### src/hdl/circle_pair_collision_resolver_core_macros.svh
// Assertion macros for the collision resolver core.
`ifndef CIRCLE_PAIR_COLLISION_RESOLVER_CORE_MACROS_SVH
`define CIRCLE_PAIR_COLLISION_RESOLVER_CORE_MACROS_SVH

`ifndef ASSERT_OFF
// Property that must hold at every clock edge out of reset.
`define CPCR_ASSERT(lbl, prop, msg) \
    lbl: assert property (@(posedge i_clk) disable iff (!i_rst_n) (prop)) \
        else $error(msg);
// Antecedent in one cycle implies consequent in the next.
`define CPCR_ASSERT_NEXT(lbl, ante, cons, msg) \
    lbl: assert property (@(posedge i_clk) disable iff (!i_rst_n) (ante) |=> (cons)) \
        else $error(msg);
`else
`define CPCR_ASSERT(lbl, prop, msg)
`define CPCR_ASSERT_NEXT(lbl, ante, cons, msg)
`endif

`endif

### src/hdl/cpcr_pkg.sv
`default_nettype none

package cpcr_pkg;

    localparam int WORD_W  = 16;
    localparam int RAD_W   = 12;
    localparam int DIFF_W  = 17;             // difference/sum of two words
    localparam int RSUM_W  = 13;             // radius sum
    localparam int SQD_W   = 34;             // one squared difference
    localparam int D2_W    = 35;             // full squared distance
    localparam int SS_W    = 26;             // squared radius sum
    localparam int D2L_W   = 26;             // squared distance when overlapping
    localparam int NRM_W   = 14;             // |dx| < 2^13 when overlapping
    localparam int DOTP_W  = 31;
    localparam int DOT_W   = 32;
    localparam int PR_W    = 26;             // radius * normal component
    localparam int DEN_W   = 39;             // d2 * s
    localparam int VP_W    = 58;             // dot * radius * normal
    localparam int MX_W    = 39;             // centre sum * D
    localparam int PN_W    = 40;             // position numerator
    localparam int PSH     = 9;              // 512 scale of radius term
    localparam int SQ_IN_W = 42;
    localparam int SQ_W    = 21;
    localparam int SQ_SH   = SQ_IN_W - D2L_W;
    localparam int DIV_NW  = 58;
    localparam int DIV_DW  = 40;
    localparam int DIV_QW  = 19;
    localparam int DIV_RW  = DIV_DW + DIV_QW;
    localparam int SQ_W_EX = SQ_IN_W + 2;
    localparam int QS_W    = DIV_QW + 2;     // signed quotient / final sum

    // pipeline stage numbers
    localparam int K_SQ_IN  = 4;
    localparam int K_VEL    = 5;
    localparam int K_SQ_OUT = K_SQ_IN + SQ_W - 1;      // 24
    localparam int K_VQ     = K_VEL + DIV_QW + 1;      // 25, quotient in line
    localparam int K_P      = K_SQ_OUT + 1;            // 25
    localparam int K_PSG    = K_P + 2;                 // 27
    localparam int K_END    = K_PSG + DIV_QW;          // 46

    localparam int NLANE = 4;

    typedef logic signed [WORD_W-1:0] t_word;
    typedef logic [RAD_W-1:0]         t_rad;

    typedef struct packed {
        logic  hit;
        logic  zero;
        t_word ax;
        t_word ay;
        t_word avx;
        t_word avy;
        t_word bx;
        t_word by;
        t_word bvx;
        t_word bvy;
    } t_side;

    typedef struct packed {
        logic signed [DIFF_W-1:0] sumx;
        logic signed [DIFF_W-1:0] sumy;
        logic signed [PR_W-1:0]   pax;
        logic signed [PR_W-1:0]   pay;
        logic signed [PR_W-1:0]   pbx;
        logic signed [PR_W-1:0]   pby;
    } t_posing;

    typedef struct packed {
        logic [NLANE-1:0]             vsg;
        logic [NLANE-1:0]             psg;
        logic [NLANE-1:0][DIV_QW-1:0] vq;
    } t_vel;

    typedef struct packed {
        logic  hit;
        t_word nax;
        t_word nay;
        t_word navx;
        t_word navy;
        t_word nbx;
        t_word nby;
        t_word nbvx;
        t_word nbvy;
    } t_result;

    function automatic t_word sat16(input logic signed [QS_W-1:0] v);
        t_word r;
        if (v > QS_W'(32767)) begin
            r = 16'sh7fff;
        end else if (v < -QS_W'(32768)) begin
            r = 16'sh8000;
        end else begin
            r = v[WORD_W-1:0];
        end
        return r;
    endfunction

    function automatic logic signed [QS_W-1:0] apply_sign(input logic sg,
                                                          input logic [DIV_QW-1:0] q);
        logic signed [QS_W-1:0] m;
        m = $signed({2'b00, q});
        return sg ? -m : m;
    endfunction

endpackage

`default_nettype wire

### src/hdl/cpcr_sqrt.sv
`default_nettype none

// Pipelined integer square root, one root bit per stage.
module cpcr_sqrt (
    input  logic                          i_clk,
    input  logic                          i_en,
    input  logic [cpcr_pkg::SQ_IN_W-1:0]  i_rad,
    output logic [cpcr_pkg::SQ_W-1:0]     o_root
);
    import cpcr_pkg::*;

    logic [SQ_W_EX-1:0] r_rem  [SQ_W];
    logic [SQ_W-1:0]    r_root [SQ_W];

    for (genvar g = 0; g < SQ_W; g++) begin : g_stage
        localparam int B = SQ_W - 1 - g;
        logic [SQ_W_EX-1:0] rem_in;
        logic [SQ_W-1:0]    root_in;
        logic [SQ_W_EX-1:0] trial;
        logic [SQ_W_EX-1:0] n_rem;
        logic [SQ_W-1:0]    n_root;

        if (g == 0) begin : g_first
            assign rem_in  = SQ_W_EX'(i_rad);
            assign root_in = '0;
        end else begin : g_next
            assign rem_in  = r_rem[g-1];
            assign root_in = r_root[g-1];
        end

        always_comb begin
            // (root + 2^B)^2 - root^2
            trial  = (SQ_W_EX'(root_in) << (B + 1)) + (SQ_W_EX'(1) << (2 * B));
            n_rem  = rem_in;
            n_root = root_in;
            if (rem_in >= trial) begin
                n_rem  = rem_in - trial;
                n_root = root_in | (SQ_W'(1) << B);
            end
        end

        always_ff @(posedge i_clk) begin
            if (i_en) begin
                r_rem[g]  <= n_rem;
                r_root[g] <= n_root;
            end
        end
    end

    assign o_root = r_root[SQ_W-1];

endmodule

`default_nettype wire

### config.mk
export PLATFORM = sky130hd
export DESIGN_NAME = cpcr_sqrt
export DESIGN_NICKNAME = d
export VERILOG_FILES = /design/src/hdl/circle_pair_collision_resolver_core_macros.svh /design/src/hdl/cpcr_pkg.sv /design/src/hdl/cpcr_sqrt.sv
export SDC_FILE = /design/constraint.sdc
export NUM_CORES = 2
export LEC_CHECK = 0
export BUFFER_PORTS_ARGS = -buffer_cell sky130_fd_sc_hd__buf_2
export CAP_MARGIN = 20
export CORE_UTILIZATION = 46
export DETAILED_ROUTE_END_ITERATION = 16
export GPL_TIMING_DRIVEN = 0
export HOLD_SLACK_MARGIN = 0.06
export SLEW_MARGIN = 30
export SYNTH_ARGS = -nofsm -noshare
export SYNTH_HDL_FRONTEND = slang
export SYNTH_SLANG_ARGS = --single-unit
### constraint.sdc
create_clock -name i_clk -period 5.9 [get_ports i_clk]
set_clock_uncertainty 0.1 [all_clocks]
set_input_delay 1.18 -clock i_clk [delete_from_list [all_inputs] [get_ports i_clk]]
set_output_delay 1.18 -clock i_clk [all_outputs]
set_load 0.01 [all_outputs]
# [Word level (Yosys, flattened, before mapping)]
# Memory sizes are Yosys's and may differ from the RTL's.
# Index checks and enable logic that the tools add are counted.
# Widths: inputs -> output; s select.
[totals] ff_bits=0 n_memories=2 word_cells=108 output_inout_bits=21 mem_bits_rw=1365
[mem_list] name="r_rem" words=21 width=44 rd=20 rd_ports_with_merged_regs=0 write_ports=21 line_no="cpcr_sqrt.sv:12" rtl="logic [SQ_W_EX-1:0] r_rem [SQ_W];"
[mem_list] name="r_root" words=21 width=21 rd=21 rd_ports_with_merged_regs=0 write_ports=21 line_no="cpcr_sqrt.sv:13" rtl="logic [SQ_W-1:0] r_root [SQ_W];"
[classes] order_cmp=21 muxes=44 n_addsub=41
[op_table] cell="$mux 44" n=21
[op_table] cell="$ge 44x23->1" n=1
[op_table] cell="$ge 44x24->1" n=1
[op_table] cell="$ge 44x25->1" n=1
[op_table] cell="$ge 44x26->1" n=1
[op_table] cell="$ge 44x27->1" n=1
[op_table] cell="$ge 44x28->1" n=1
[op_table] cell="$ge 44x29->1" n=1
[op_table] cell="$ge 44x30->1" n=1
[op_table] cell="$ge 44x31->1" n=1
[op_table] cell="$ge 44x32->1" n=1
[op_table] cell="$ge 44x33->1" n=1
[op_table] cell="$ge 44x34->1" n=1
[op_table] cell="$ge 44x35->1" n=1
[op_table] cell="$ge 44x36->1" n=1
[op_table] cell="$ge 44x37->1" n=1
[op_table] cell="$ge 44x38->1" n=1
[op_table] cell="$ge 44x39->1" n=1
[op_table] cell="$ge 44x40->1" n=1
[op_table] cell="$ge 44x41->1" n=1
[op_table] cell="$ge 44x42->1" n=1
[op_table] cell="$sub 44x23->44" n=1
[op_table] cell="$sub 44x24->44" n=1
[op_table] cell="$sub 44x25->44" n=1
[op_table] cell="other kinds (60)" n=62

# [Depth between registers and ports, before layout]
# An unclocked memory read counts as a cell.
[logic_depth] word_depth=4 ltp_mapped=12 mapped_depth_nobuf=11

# [Worst setup path before layout]
# OpenSTA, ideal clock, no wires.
[synth_path] kind="register to register" from="memory r_rem[4][74] (netlist name)" to="memory r_rem[4][108] (netlist name), data pin" setup_ps=262 path_stages_with_launch=9 arrival_time_ps=3662 slack_ps=1876 path_buffers=1 path_cell_list="edfxtp_1 -> or4_4 -> or4b_4 -> or4_1 -> or4_1 -> a211o_1 -> nor4_4 -> buf_6 -> mux2_1"
[synth_rtl] item="start, declared" line_no="cpcr_sqrt.sv:12"

==> results.toml <==
[grt]
antenna_found_initial = 0
grt_pass1_wl_um = 169000
grt_use_met3 = 0.0263
busiest_layer = "met2"
overflow = 0
grt_pass1_vias = 32600
grt_max_degree = 134
grt_use_met2 = 0.385
grtUsageTotal = 0.186
grtUsageMet1 = 0.169

[synth]
synthCells = 4105
yosysMostFrequentCell = "edfxtp_1"
synth_fa_ha_area_frac = 0.0591
avgSynthCellArea_sq_um = 12.8
synthSimpleGateAreaFrac = 0.118
synth_compound_area_frac = 0.0883
synth_top_area_frac = 0.635
synth_top_family_by_area = "simple AND/OR/NAND/NOR gates"
synth.area.top_cells = "edfxtp_1 (63%), ha_1 (5.9%), xor2_1 (3.3%)"
synth_cell_type_count = 79
synth_nets = 4397
muxShareOfSynthArea = 0.00798
syn-cell-area_sq_mm = 0.0525
ys_async_sr_fraction = 0
ys_warn_count = 0
seq_area_frac_synth = 0.635
synth_edf_count = 1110
synth_common_cells = "edfxtp_1 (1110), inv_1 (307), nor2_1 (256)"
synthFlopType = "edfxtp_1"
synth_largest_area_cell = "edfxtp_1"
synthXorXnorAreaFrac = 0.0645
synth-seq-cells = 1110

[layout]
num_antenna_cells = 0
drive_above_1_share = 0.0748
nFillCells = 9546
synthToLayoutAreaGrowth_pct = 12.3
nets = 4593
finalInstanceArea_sq_mm = 0.0590

[clock_tree]
cts_setup_buffers = 0
cts-root-buf = "clkbuf_16"
cts_hold_buf = 0
cts_buffers = 118
cts_tree = "built"
cts-htree-levels = 3
clk_latency_ns = 0.74
clk_pin_slew_ns = 0.06
cts_resized = 0
clock_path_buffers = 3
clock_sinks = 1110

[placed_design]
routabilityCongestion = 0.928
dpl.hpwl_um = 80900
port_buffers = 64
dpl_cell_area_sq_mm = 0.0551
preCtsSetupSlack_ns = 1.17

[detailed_routing]
dr.pass1.iters = 8
vias = 31600
drc_errors = 0
initialDrtViolationCount = 1598
ant_nets = 0
drt-total-wl_um = 108000
vias_per_cell = 5.36
wl_per_cell_um = 18.3

[power_and_ir_drop]
pwr_density_cell_mw_per_mm2 = 357
ir_drop_mv = 0.289
finalPower_mw = 21.1
power.net_switching_mw = 5.60
swShare = 0.266
power_frac_comb = 0.159
seqPwrFrac = 0.492
p_leak_nw = 21.9
p_clk_frac = 0.349
p_int_mw = 15.5

[sta]
fin_ws_ns = 1.13
finalSetupViolations = 0
final-max-slew-violation-count = 0
hold_ws_ns = 0.317
worstMarginPinSlew_ns = 1.01
post-route-period-util = 0.809
max_freq_ghz = 0.209
finalHoldViolations = 0
tns_ns = 0
timing.slew.headroom = 0.319
rsz0062_at_grt = "no"
period_needed_ns = 4.77

[min_path]
min_path_type = "reg2reg"

[floorplan]
rows = 123
start_util = 0.466
dieWidth_um = 340
top_level_ports = 65
fp.dieH_um = 340
dieArea_sq_mm = 0.116
coreArea_sq_mm = 0.113

[setup_path]
critPathMaxFanout = 10
critPathCaptureType = "flop"
crit_required_ns = 6.23
worstSetupPathType = "reg2reg"
arrival_ns = 5.10
critPathLaunchType = "flop"

[job]
cap_violations = 0

[status]
status = "completed"
area by class of cell:
| type | instances | area, sq um | share of cell area |
|---|---|---|---|
| Sequential cell | 1110 | 33300 | 0.565 |
| Multi-Input combinational cell | 2616 | 17800 | 0.302 |
| Clock buffer | 138 | 3030 | 0.0513 |
| Tap cell | 1500 | 1880 | 0.0318 |
| Inverter | 310 | 1160 | 0.0197 |
| Clock inverter | 82 | 896 | 0.0152 |
| Timing Repair Buffer | 76 | 601 | 0.0102 |
| Buffer | 69 | 269 | 0.00456 |
cell usage in the layout (no fill, tap or decap), drive strengths merged, types with 74 or more instances in the layout:
| master | count |
|---|---|
| nor4 | 127 |
| nand3 | 74 |
| nor2 | 256 |
| nor3 | 142 |
| a21oi | 221 |
| ha | 248 |
| edfxtp | 1110 |
| xor2 | 195 |
| buf | 83 |
| inv | 309 |
| nand2 | 251 |
| clkbuf | 200 |
| xnor2 | 192 |
| a21o | 76 |
| o21ai | 197 |
routing by layer:
layer	share of wire	routed length, um
met2	0.57	61900
met4	0.052	5640
met1	0.35	37600
met5	0	0
met3	0.026	2820
power groups by stage:
stage               clock network, mW  logic (mW)  registers, mW
detailed placement                  0        3.33           10.5
finish                           7.36        3.35           10.4
global placement                    0        3.28           10.8
CTS                              7.55        3.35           10.4
floorplan                           0        2.44           10.3
global route                     7.82        3.72           10.5
per-stage QoR:
| stage | cells | utilization |
|---|---|---|
| after floorplan | 4105 | - |
| after global placement | 5669 | 0.485 |
| after detailed placement | 5681 | 0.488 |
| after CTS | 5901 | 0.523 |
| after global routing | 5901 | 0.523 |
| final | 5901 | 0.523 |
sequential cells by signal, indices dropped and copies added, names as in the netlist:
signal / count
r_root: 231
r_rem: 879
worst paths after layout:
kind	startpoint	end	slack, ns	cells after the start
max	r_rem[4][74]	r_rem[4][109]	1.13	8
min	r_root[1][160]	r_root[2][13]	0.32	0
max reg2reg	r_rem[4][74]	r_rem[4][109]	1.13	8
min reg2reg	r_root[1][160]	r_root[2][13]	0.32	0
critical path, cell delays in order, from the launching register on:
cell and delay, ns:
edfxtp_1 0.46, or4_4 0.61, or4b_4 0.53, or4_1 0.47
or4_1 0.59, a211o_1 0.34, nor4_4 0.76, clkbuf_1 0.44
o21ai_0 0.20
cells by family after synthesis:
| family | count (synthesis) |
|---|---|
| flops | 1110 |
| mux | 38 |
| compound gates | 745 |
| xor+xnor | 387 |
| simple gates | 1197 |
| fa+ha+maj | 248 |
| buf+inv | 379 |
| other cells | 1 |
Power figures use the tool's default switching activity.
