`src/hdl/circle_pair_collision_resolver_core_macros.svh`:
```
// Assertion macros for the collision resolver core.
`ifndef CIRCLE_PAIR_COLLISION_RESOLVER_CORE_MACROS_SVH
`define CIRCLE_PAIR_COLLISION_RESOLVER_CORE_MACROS_SVH

`ifndef ASSERT_OFF
// Property that must hold at every clock edge out of reset.
`define CPCR_ASSERT(lbl, prop, msg) \
    lbl: assert property (@(posedge i_clk) disable iff (!i_rst_n) (prop)) \
        else $error(msg);
// Antecedent in one cycle implies consequent in the next.
`define CPCR_ASSERT_NEXT(lbl, ante, cons, msg) \
    lbl: assert property (@(posedge i_clk) disable iff (!i_rst_n) (ante) |=> (cons)) \
        else $error(msg);
`else
`define CPCR_ASSERT(lbl, prop, msg)
`define CPCR_ASSERT_NEXT(lbl, ante, cons, msg)
`endif

`endif

```
`src/hdl/cpcr_pkg.sv`:
```
`default_nettype none

package cpcr_pkg;

    localparam int WORD_W  = 16;
    localparam int RAD_W   = 12;
    localparam int DIFF_W  = 17;             // difference/sum of two words
    localparam int RSUM_W  = 13;             // radius sum
    localparam int SQD_W   = 34;             // one squared difference
    localparam int D2_W    = 35;             // full squared distance
    localparam int SS_W    = 26;             // squared radius sum
    localparam int D2L_W   = 26;             // squared distance when overlapping
    localparam int NRM_W   = 14;             // |dx| < 2^13 when overlapping
    localparam int DOTP_W  = 31;
    localparam int DOT_W   = 32;
    localparam int PR_W    = 26;             // radius * normal component
    localparam int DEN_W   = 39;             // d2 * s
    localparam int VP_W    = 58;             // dot * radius * normal
    localparam int MX_W    = 39;             // centre sum * D
    localparam int PN_W    = 40;             // position numerator
    localparam int PSH     = 9;              // 512 scale of radius term
    localparam int SQ_IN_W = 42;
    localparam int SQ_W    = 21;
    localparam int SQ_SH   = SQ_IN_W - D2L_W;
    localparam int DIV_NW  = 58;
    localparam int DIV_DW  = 40;
    localparam int DIV_QW  = 19;
    localparam int DIV_RW  = DIV_DW + DIV_QW;
    localparam int SQ_W_EX = SQ_IN_W + 2;
    localparam int QS_W    = DIV_QW + 2;     // signed quotient / final sum

    // pipeline stage numbers
    localparam int K_SQ_IN  = 4;
    localparam int K_VEL    = 5;
    localparam int K_SQ_OUT = K_SQ_IN + SQ_W - 1;      // 24
    localparam int K_VQ     = K_VEL + DIV_QW + 1;      // 25, quotient in line
    localparam int K_P      = K_SQ_OUT + 1;            // 25
    localparam int K_PSG    = K_P + 2;                 // 27
    localparam int K_END    = K_PSG + DIV_QW;          // 46

    localparam int NLANE = 4;

    typedef logic signed [WORD_W-1:0] t_word;
    typedef logic [RAD_W-1:0]         t_rad;

    typedef struct packed {
        logic  hit;
        logic  zero;
        t_word ax;
        t_word ay;
        t_word avx;
        t_word avy;
        t_word bx;
        t_word by;
        t_word bvx;
        t_word bvy;
    } t_side;

    typedef struct packed {
        logic signed [DIFF_W-1:0] sumx;
        logic signed [DIFF_W-1:0] sumy;
        logic signed [PR_W-1:0]   pax;
        logic signed [PR_W-1:0]   pay;
        logic signed [PR_W-1:0]   pbx;
        logic signed [PR_W-1:0]   pby;
    } t_posing;

    typedef struct packed {
        logic [NLANE-1:0]             vsg;
        logic [NLANE-1:0]             psg;
        logic [NLANE-1:0][DIV_QW-1:0] vq;
    } t_vel;

    typedef struct packed {
        logic  hit;
        t_word nax;
        t_word nay;
        t_word navx;
        t_word navy;
        t_word nbx;
        t_word nby;
        t_word nbvx;
        t_word nbvy;
    } t_result;

    function automatic t_word sat16(input logic signed [QS_W-1:0] v);
        t_word r;
        if (v > QS_W'(32767)) begin
            r = 16'sh7fff;
        end else if (v < -QS_W'(32768)) begin
            r = 16'sh8000;
        end else begin
            r = v[WORD_W-1:0];
        end
        return r;
    endfunction

    function automatic logic signed [QS_W-1:0] apply_sign(input logic sg,
                                                          input logic [DIV_QW-1:0] q);
        logic signed [QS_W-1:0] m;
        m = $signed({2'b00, q});
        return sg ? -m : m;
    endfunction

endpackage

`default_nettype wire

```
`src/hdl/cpcr_div.sv`:
```
`default_nettype none

// Pipelined restoring divider, one quotient bit per stage, MSB first.
// Quotient must fit DIV_QW bits.
module cpcr_div (
    input  logic                          i_clk,
    input  logic                          i_en,
    input  logic [cpcr_pkg::DIV_NW-1:0]   i_num,
    input  logic [cpcr_pkg::DIV_DW-1:0]   i_den,
    output logic [cpcr_pkg::DIV_QW-1:0]   o_quo
);
    import cpcr_pkg::*;

    logic [DIV_RW-1:0] r_rem [DIV_QW];
    logic [DIV_DW-1:0] r_den [DIV_QW];
    logic [DIV_QW-1:0] r_quo [DIV_QW];

    for (genvar g = 0; g < DIV_QW; g++) begin : g_stage
        localparam int B = DIV_QW - 1 - g;
        logic [DIV_RW-1:0] rem_in;
        logic [DIV_DW-1:0] den_in;
        logic [DIV_QW-1:0] quo_in;
        logic [DIV_RW-1:0] shifted;
        logic [DIV_RW-1:0] n_rem;
        logic [DIV_QW-1:0] n_quo;

        if (g == 0) begin : g_first
            assign rem_in = DIV_RW'(i_num);
            assign den_in = i_den;
            assign quo_in = '0;
        end else begin : g_next
            assign rem_in = r_rem[g-1];
            assign den_in = r_den[g-1];
            assign quo_in = r_quo[g-1];
        end

        always_comb begin
            shifted = DIV_RW'(den_in) << B;
            n_rem   = rem_in;
            n_quo   = quo_in;
            if (rem_in >= shifted) begin
                n_rem = rem_in - shifted;
                n_quo = quo_in | (DIV_QW'(1) << B);
            end
        end

        always_ff @(posedge i_clk) begin
            if (i_en) begin
                r_rem[g] <= n_rem;
                r_den[g] <= den_in;
                r_quo[g] <= n_quo;
            end
        end
    end

    assign o_quo = r_quo[DIV_QW-1];

endmodule

`default_nettype wire
```
`config.mk`:
```
export PLATFORM = sky130hd
export DESIGN_NAME = cpcr_div
export DESIGN_NICKNAME = d
export VERILOG_FILES = /design/src/hdl/circle_pair_collision_resolver_core_macros.svh /design/src/hdl/cpcr_pkg.sv /design/src/hdl/cpcr_div.sv
export SDC_FILE = /design/constraint.sdc
export NUM_CORES = 2
export LEC_CHECK = 0
export BUFFER_PORTS_ARGS = -buffer_cell sky130_fd_sc_hd__clkbuf_2
export CAP_MARGIN = 40
export CELL_PAD_IN_SITES_DETAIL_PLACEMENT = 1
export CELL_PAD_IN_SITES_GLOBAL_PLACEMENT = 2
export CORE_ASPECT_RATIO = 0.6
export CORE_MARGIN = 1
export CORE_UTILIZATION = 47
export CTS_CLUSTER_DIAMETER = 30
export DETAILED_ROUTE_END_ITERATION = 8
export PLACE_DENSITY_LB_ADDON = 0.1
export SETUP_SLACK_MARGIN = 0.1
export SYNTH_ARGS = -nofsm -noshare
export SYNTH_HDL_FRONTEND = slang
export SYNTH_SLANG_ARGS = --single-unit
```
`constraint.sdc`:
```
create_clock -name i_clk -period 6.1 [get_ports i_clk]
set_input_delay 1.22 -clock i_clk [delete_from_list [all_inputs] [get_ports i_clk]]
set_output_delay 1.22 -clock i_clk [all_outputs]
set_load 0.01 [all_outputs]
```
; ---- After elaboration in Yosys (flattened, before gate mapping)
; Memories as Yosys holds them, arrays and structs flattened.
; Cells that the tools add are included.
[classes]
order_cmp = 19
muxes = 40
n_addsub = 19
[op_table]
columns = cell, n
row1 = two-way mux 59 bit, 19
row2 = >= comparator 59 x 40 -> 1 bit, 1
row3 = >= comparator 59 x 41 -> 1 bit, 1
row4 = >= comparator 59 x 42 -> 1 bit, 1
row5 = >= comparator 59 x 43 -> 1 bit, 1
row6 = >= comparator 59 x 44 -> 1 bit, 1
row7 = >= comparator 59 x 45 -> 1 bit, 1
row8 = >= comparator 59 x 46 -> 1 bit, 1
row9 = >= comparator 59 x 47 -> 1 bit, 1
row10 = >= comparator 59 x 48 -> 1 bit, 1
row11 = >= comparator 59 x 49 -> 1 bit, 1
row12 = >= comparator 59 x 50 -> 1 bit, 1
row13 = >= comparator 59 x 51 -> 1 bit, 1
row14 = >= comparator 59 x 52 -> 1 bit, 1
row15 = >= comparator 59 x 53 -> 1 bit, 1
row16 = >= comparator 59 x 54 -> 1 bit, 1
row17 = >= comparator 59 x 55 -> 1 bit, 1
row18 = >= comparator 59 x 56 -> 1 bit, 1
row19 = >= comparator 59 x 57 -> 1 bit, 1
row20 = subtractor 58 x 58 -> 59 bit, 1
row21 = subtractor 59 x 40 -> 59 bit, 1
row22 = subtractor 59 x 41 -> 59 bit, 1
row23 = subtractor 59 x 42 -> 59 bit, 1
row24 = subtractor 59 x 43 -> 59 bit, 1
row25 = 34 further kinds, 36
[word_totals]
regBits = 0
n_memories = 3
ram_bits = 2242
[mem_list]
columns = name, words, word_bits, read_ports, rd_ports_with_merged_regs, wr, line
row1 = r_rem, 19, 59, 18, 0, 19, cpcr_div.sv:14  ; logic [DIV_RW-1:0] r_rem [DIV_QW];
row2 = r_den, 19, 40, 18, 0, 19, cpcr_div.sv:15  ; logic [DIV_DW-1:0] r_den [DIV_QW];
row3 = r_quo, 19, 19, 19, 0, 19, cpcr_div.sv:16  ; logic [DIV_QW-1:0] r_quo [DIV_QW];

; ---- Longest topological paths before layout
; An unclocked memory read counts as a cell.
[logic_depth]
depth_word = 3
depth_mapped = 18

; ---- Worst setup path after synthesis
; Ideal clock, no wire load.
[synth_path]
path_type = input -> register
from = in i_num[18] in the netlist's numbering
to = mem r_rem[0][52] in the netlist's numbering (data pin)
required_time_ns = 5.840
setup_time_ns = 0.260
arrival_time_ns = 3.955
slack_ns = 1.885
stages = 14
cell_sequence = inv_1 ha_1 fa_1 nand2b_1 a21oi_1 o21ai_0 o21ai_0 o211ai_1 o21ai_0 a21oi_1 nor2b_1 a31oi_1 xnor2_1 mux2_2
[synth_lines]
columns = element, line
row1 = start: declaration, cpcr_div.sv:8  ; input logic [cpcr_pkg::DIV_NW-1:0] i_num,
row2 = end: declaration, cpcr_div.sv:14

==> reports/results.tsv <==
stage	metric	value	unit
clocking	cts_resized	0	
worst_setup_path	cp-end-kind	register	
pwr	powerDensity	562.1	nW/um^2
logic_synthesis	synth_area	114000	sq um
route	viasPerCell	6.155	
logic_synthesis	async_flop_share	0	%
worst_setup_path	slowest_stage	a311oi_2	
placement	place_ws	0.7028	ns
logic_synthesis	ys.flop_type	edfxtp_1	
finish	syn2layout_area_growth	16.52	%
route	num_vias	90680	
grt	first_global_vias	86850	
logic_synthesis	synth_warnings	0	
finish	nFillCells	25370	
logic_synthesis	seq_area_frac_synth	51.94	%
hold_path	hold_class	reg -> reg	
grt	grt_max_degree	155	
clocking	ctsRootBufferMaster	clkbuf_16	
grt	grt_usage	32.84	%
sta	worst_pin_slew	1.316	ns
worst_setup_path	cp_common_cell	inv_1	
logic_synthesis	ys_top_cells_by_area	edfxtp_1, ha_1, a21oi_1	
grt	gr-total-overflow	0	
sta	rsz0062_at_grt	false	
finish	design_area	132800	sq um
route	firstDrtPassIters	6	
die	die-area	244600	sq um
route	drt_iter0_markers	11610	
placement	dpl-instance-area	119400	sq um
worst_setup_path	crit_path_start_kind	register	
logic_synthesis	synth_top_cell_by_area	edfxtp_1	
clocking	post_cts_buffers	0	
sta	fin_tns_setup	0	ns
logic_synthesis	synthesis.nets	11670	
worst_setup_path	crit_fanout	43	
clocking	clock-sinks	1972	
sta	slew_viol_final	0	
die	core	240200	sq um
worst_setup_path	path_buf_inv	3	
clocking	cts_buffers	388	
pwr	peakVddDrop	0.2820	mV
route	drcViolationCount	0	
clocking	cts_tree	built	
placement	hpwl	314700	microns
route	wire_per_inst	27.89	microns
die	pin_count	119	
grt	antenna_found_initial	36	
placement	port_buffers	118	
sta	min_period_over_period	89.21	%
worst_setup_path	required	6.74	ns
clocking	ctsHoldBuffers	0	
finish	final_cell_mix	edfxtp_1, a21oi_1, inv_1	
finish	layout_commonest_cell	edfxtp_1	
sta	final-hold-violation-count	0	
sta	worst_slack	0.6579	ns
logic_synthesis	yosysTopAreaCellShare	51.94	%
sta	fin_crit	5.442	ns
sta	relSlewSlack	12.29	%
sta	setup-violations-final	0	
die	num_rows	139	
worst_setup_path	max_stage_delay	0.59	ns
run	max_cap_viol_count	0	
die	chipWidth	637.8	microns
clocking	clock_path_buffers	4	
clocking	clk_pin_slew_worst_paths	0.06	ns
worst_setup_path	arrival	6.08	ns
sta	fmax	0.1838	GHz
finish	drive_above_1_share	10.09	%
logic_synthesis	synth_edf_count	1972	
die	chipHeight	383.5	microns
sta	skew	0.08376	ns
logic_synthesis	synth_cell_types	97	
clocking	htreeDepth	5	
route	final_antenna_net_count	0	
grt	grt_pass1_wl	598100	microns
die	initial_utilization	47.47	%
logic_synthesis	syn_inst	10790	
placement	gp_congestion	1.038	
pwr	p_leak	53.10	nW
finish	nNetsFinal	12040	
worst_setup_path	critPathTopFamily	compound AO/OA/AOI/OAI gates	
run_status	outcome	completed	
logic_synthesis	ys_seq_elements	1972	
clocking	clk_latency	0.92	ns
pwr	total_power	74.68	mW
worst_setup_path	worstPathCellList	inv_1 -> ha_1 -> inv_1 -> fa_1 -> a211oi_1 -> o21bai_1 -> o21ai_1 -> o31a_1 -> o31ai_2 -> a221o_1 -> a311oi_2 -> o2bb2ai_1 -> o31a_2 -> buf_12 -> mux2_2	
route	routed_wl	410900	microns
logic_synthesis	syn_area_per_cell	10.57	sq um
worst_setup_path	critPathKind	reg -> reg	
-- power by group --
group | switching (mW) | internal (mW)
clock | 7.90 | 14.1
sequential | 2.42 | 19.7
combinational | 19.6 | 11.0
total | 29.9 | 44.8
-- synth_stat cells (19+ instances only) --
cell,n
edfxtp_1,1972
a21oi_1,981
inv_1,965
nand2_1,956
o21ai_0,808
ha_1,760
nor2_1,647
xnor2_1,418
a21o_1,404
xor2_1,395
clkbuf_1,311
nand4_1,195
nand3_1,182
nor3_1,156
nor4_1,117
o21bai_1,112
nor2b_1,110
nand2b_1,106
and3_1,97
o21a_1,93
a31oi_1,83
mux2_2,82
a211oi_1,72
o211ai_1,58
or3_1,52
o31ai_1,45
and2_1,42
a21boi_0,36
a221oi_1,28
or2_2,26
buf_2,23
nand3b_1,23
a211o_1,21
or4_1,21
a2111oi_0,19
-- path summary, 6_finish.rpt --
check | startpoint | end | slack, ns | cells past startpoint
worst min register to register | r_quo[7][13] | r_quo[8][13] | 0.42 | 0
worst max register to register | r_rem[6][11] | r_rem[7][12] | 0.66 | 15
worst max-delay path | r_rem[6][11] | r_rem[7][12] | 0.66 | 15
worst min-delay path | r_quo[7][13] | r_quo[8][13] | 0.42 | 0
-- state kept, by name, summed over array words and instances, names as in the netlist --
name and flops:
r_den 720, r_quo 190, r_rem 1062
-- worst reg2reg max path, cell delays in order, from the launching register on --
cell and delay (ns):
edfxtp_1 0.35, inv_1 0.10, ha_1 0.18, inv_1 0.07
fa_1 0.43, a211oi_1 0.30, o21bai_1 0.16, o21ai_1 0.45
o31a_1 0.39, o31ai_2 0.18, a221o_1 0.41, a311oi_2 0.59
o2bb2ai_1 0.35, o31a_2 0.49, buf_12 0.27, mux2_2 0.47
-- layout make-up --
class,instances,area (sq um),share of cell area [%]
antenna,8,20.02,0.01507
clock buffer,425,9933,7.477
clock inverter,285,3286,2.473
inverter,967,3630,2.732
multi-input combinational,7496,50060,37.69
sequential,1972,59220,44.58
tap,3243,4058,3.054
timing repair buffer,336,2639,1.986
-- through the flow --
| stage | util [%] | hold slack (ns) | cells |
|---|---|---|---|
| 3_5_place_dp | 49.71 | 0.4055 | 13990 |
| 5_1_grt | 55.30 | 0.4214 | 14720 |
| 3_3_place_gp | 49.57 | 0.4009 | 13950 |
| 6_report | 55.31 | 0.4160 | 14730 |
| 2_1_floorplan | - | 0.4003 | 10790 |
| 4_1_cts | 55.21 | 0.4180 | 14700 |
-- routing by layer --
layer  share of wire, %  track usage, %  vias to the layer above  wire length, microns
met1                 53           57.47                    45730                217300
met3                 14           13.97                      374                 58850
li1                   -               -                    40490                     -
met2                 32           34.77                     4080                130200
met5              0.016               0                        -                    64
met4                1.1           4.468                       10                  4475
-- logic make-up after synthesis --
kind of cell               Yosys count  synth area share (%)
DFF                               1972                 51.94
xor gates and xnor gates           813                 6.245
muxes                               91                0.8889
buffers and inverters             1321                 4.391
and+or+nand+nor                   2837                 11.97
AOI/OAI and AO/OA                 2977                 15.91
adders and majority gates          778                 8.656
(Power assumes the default switching activity.)
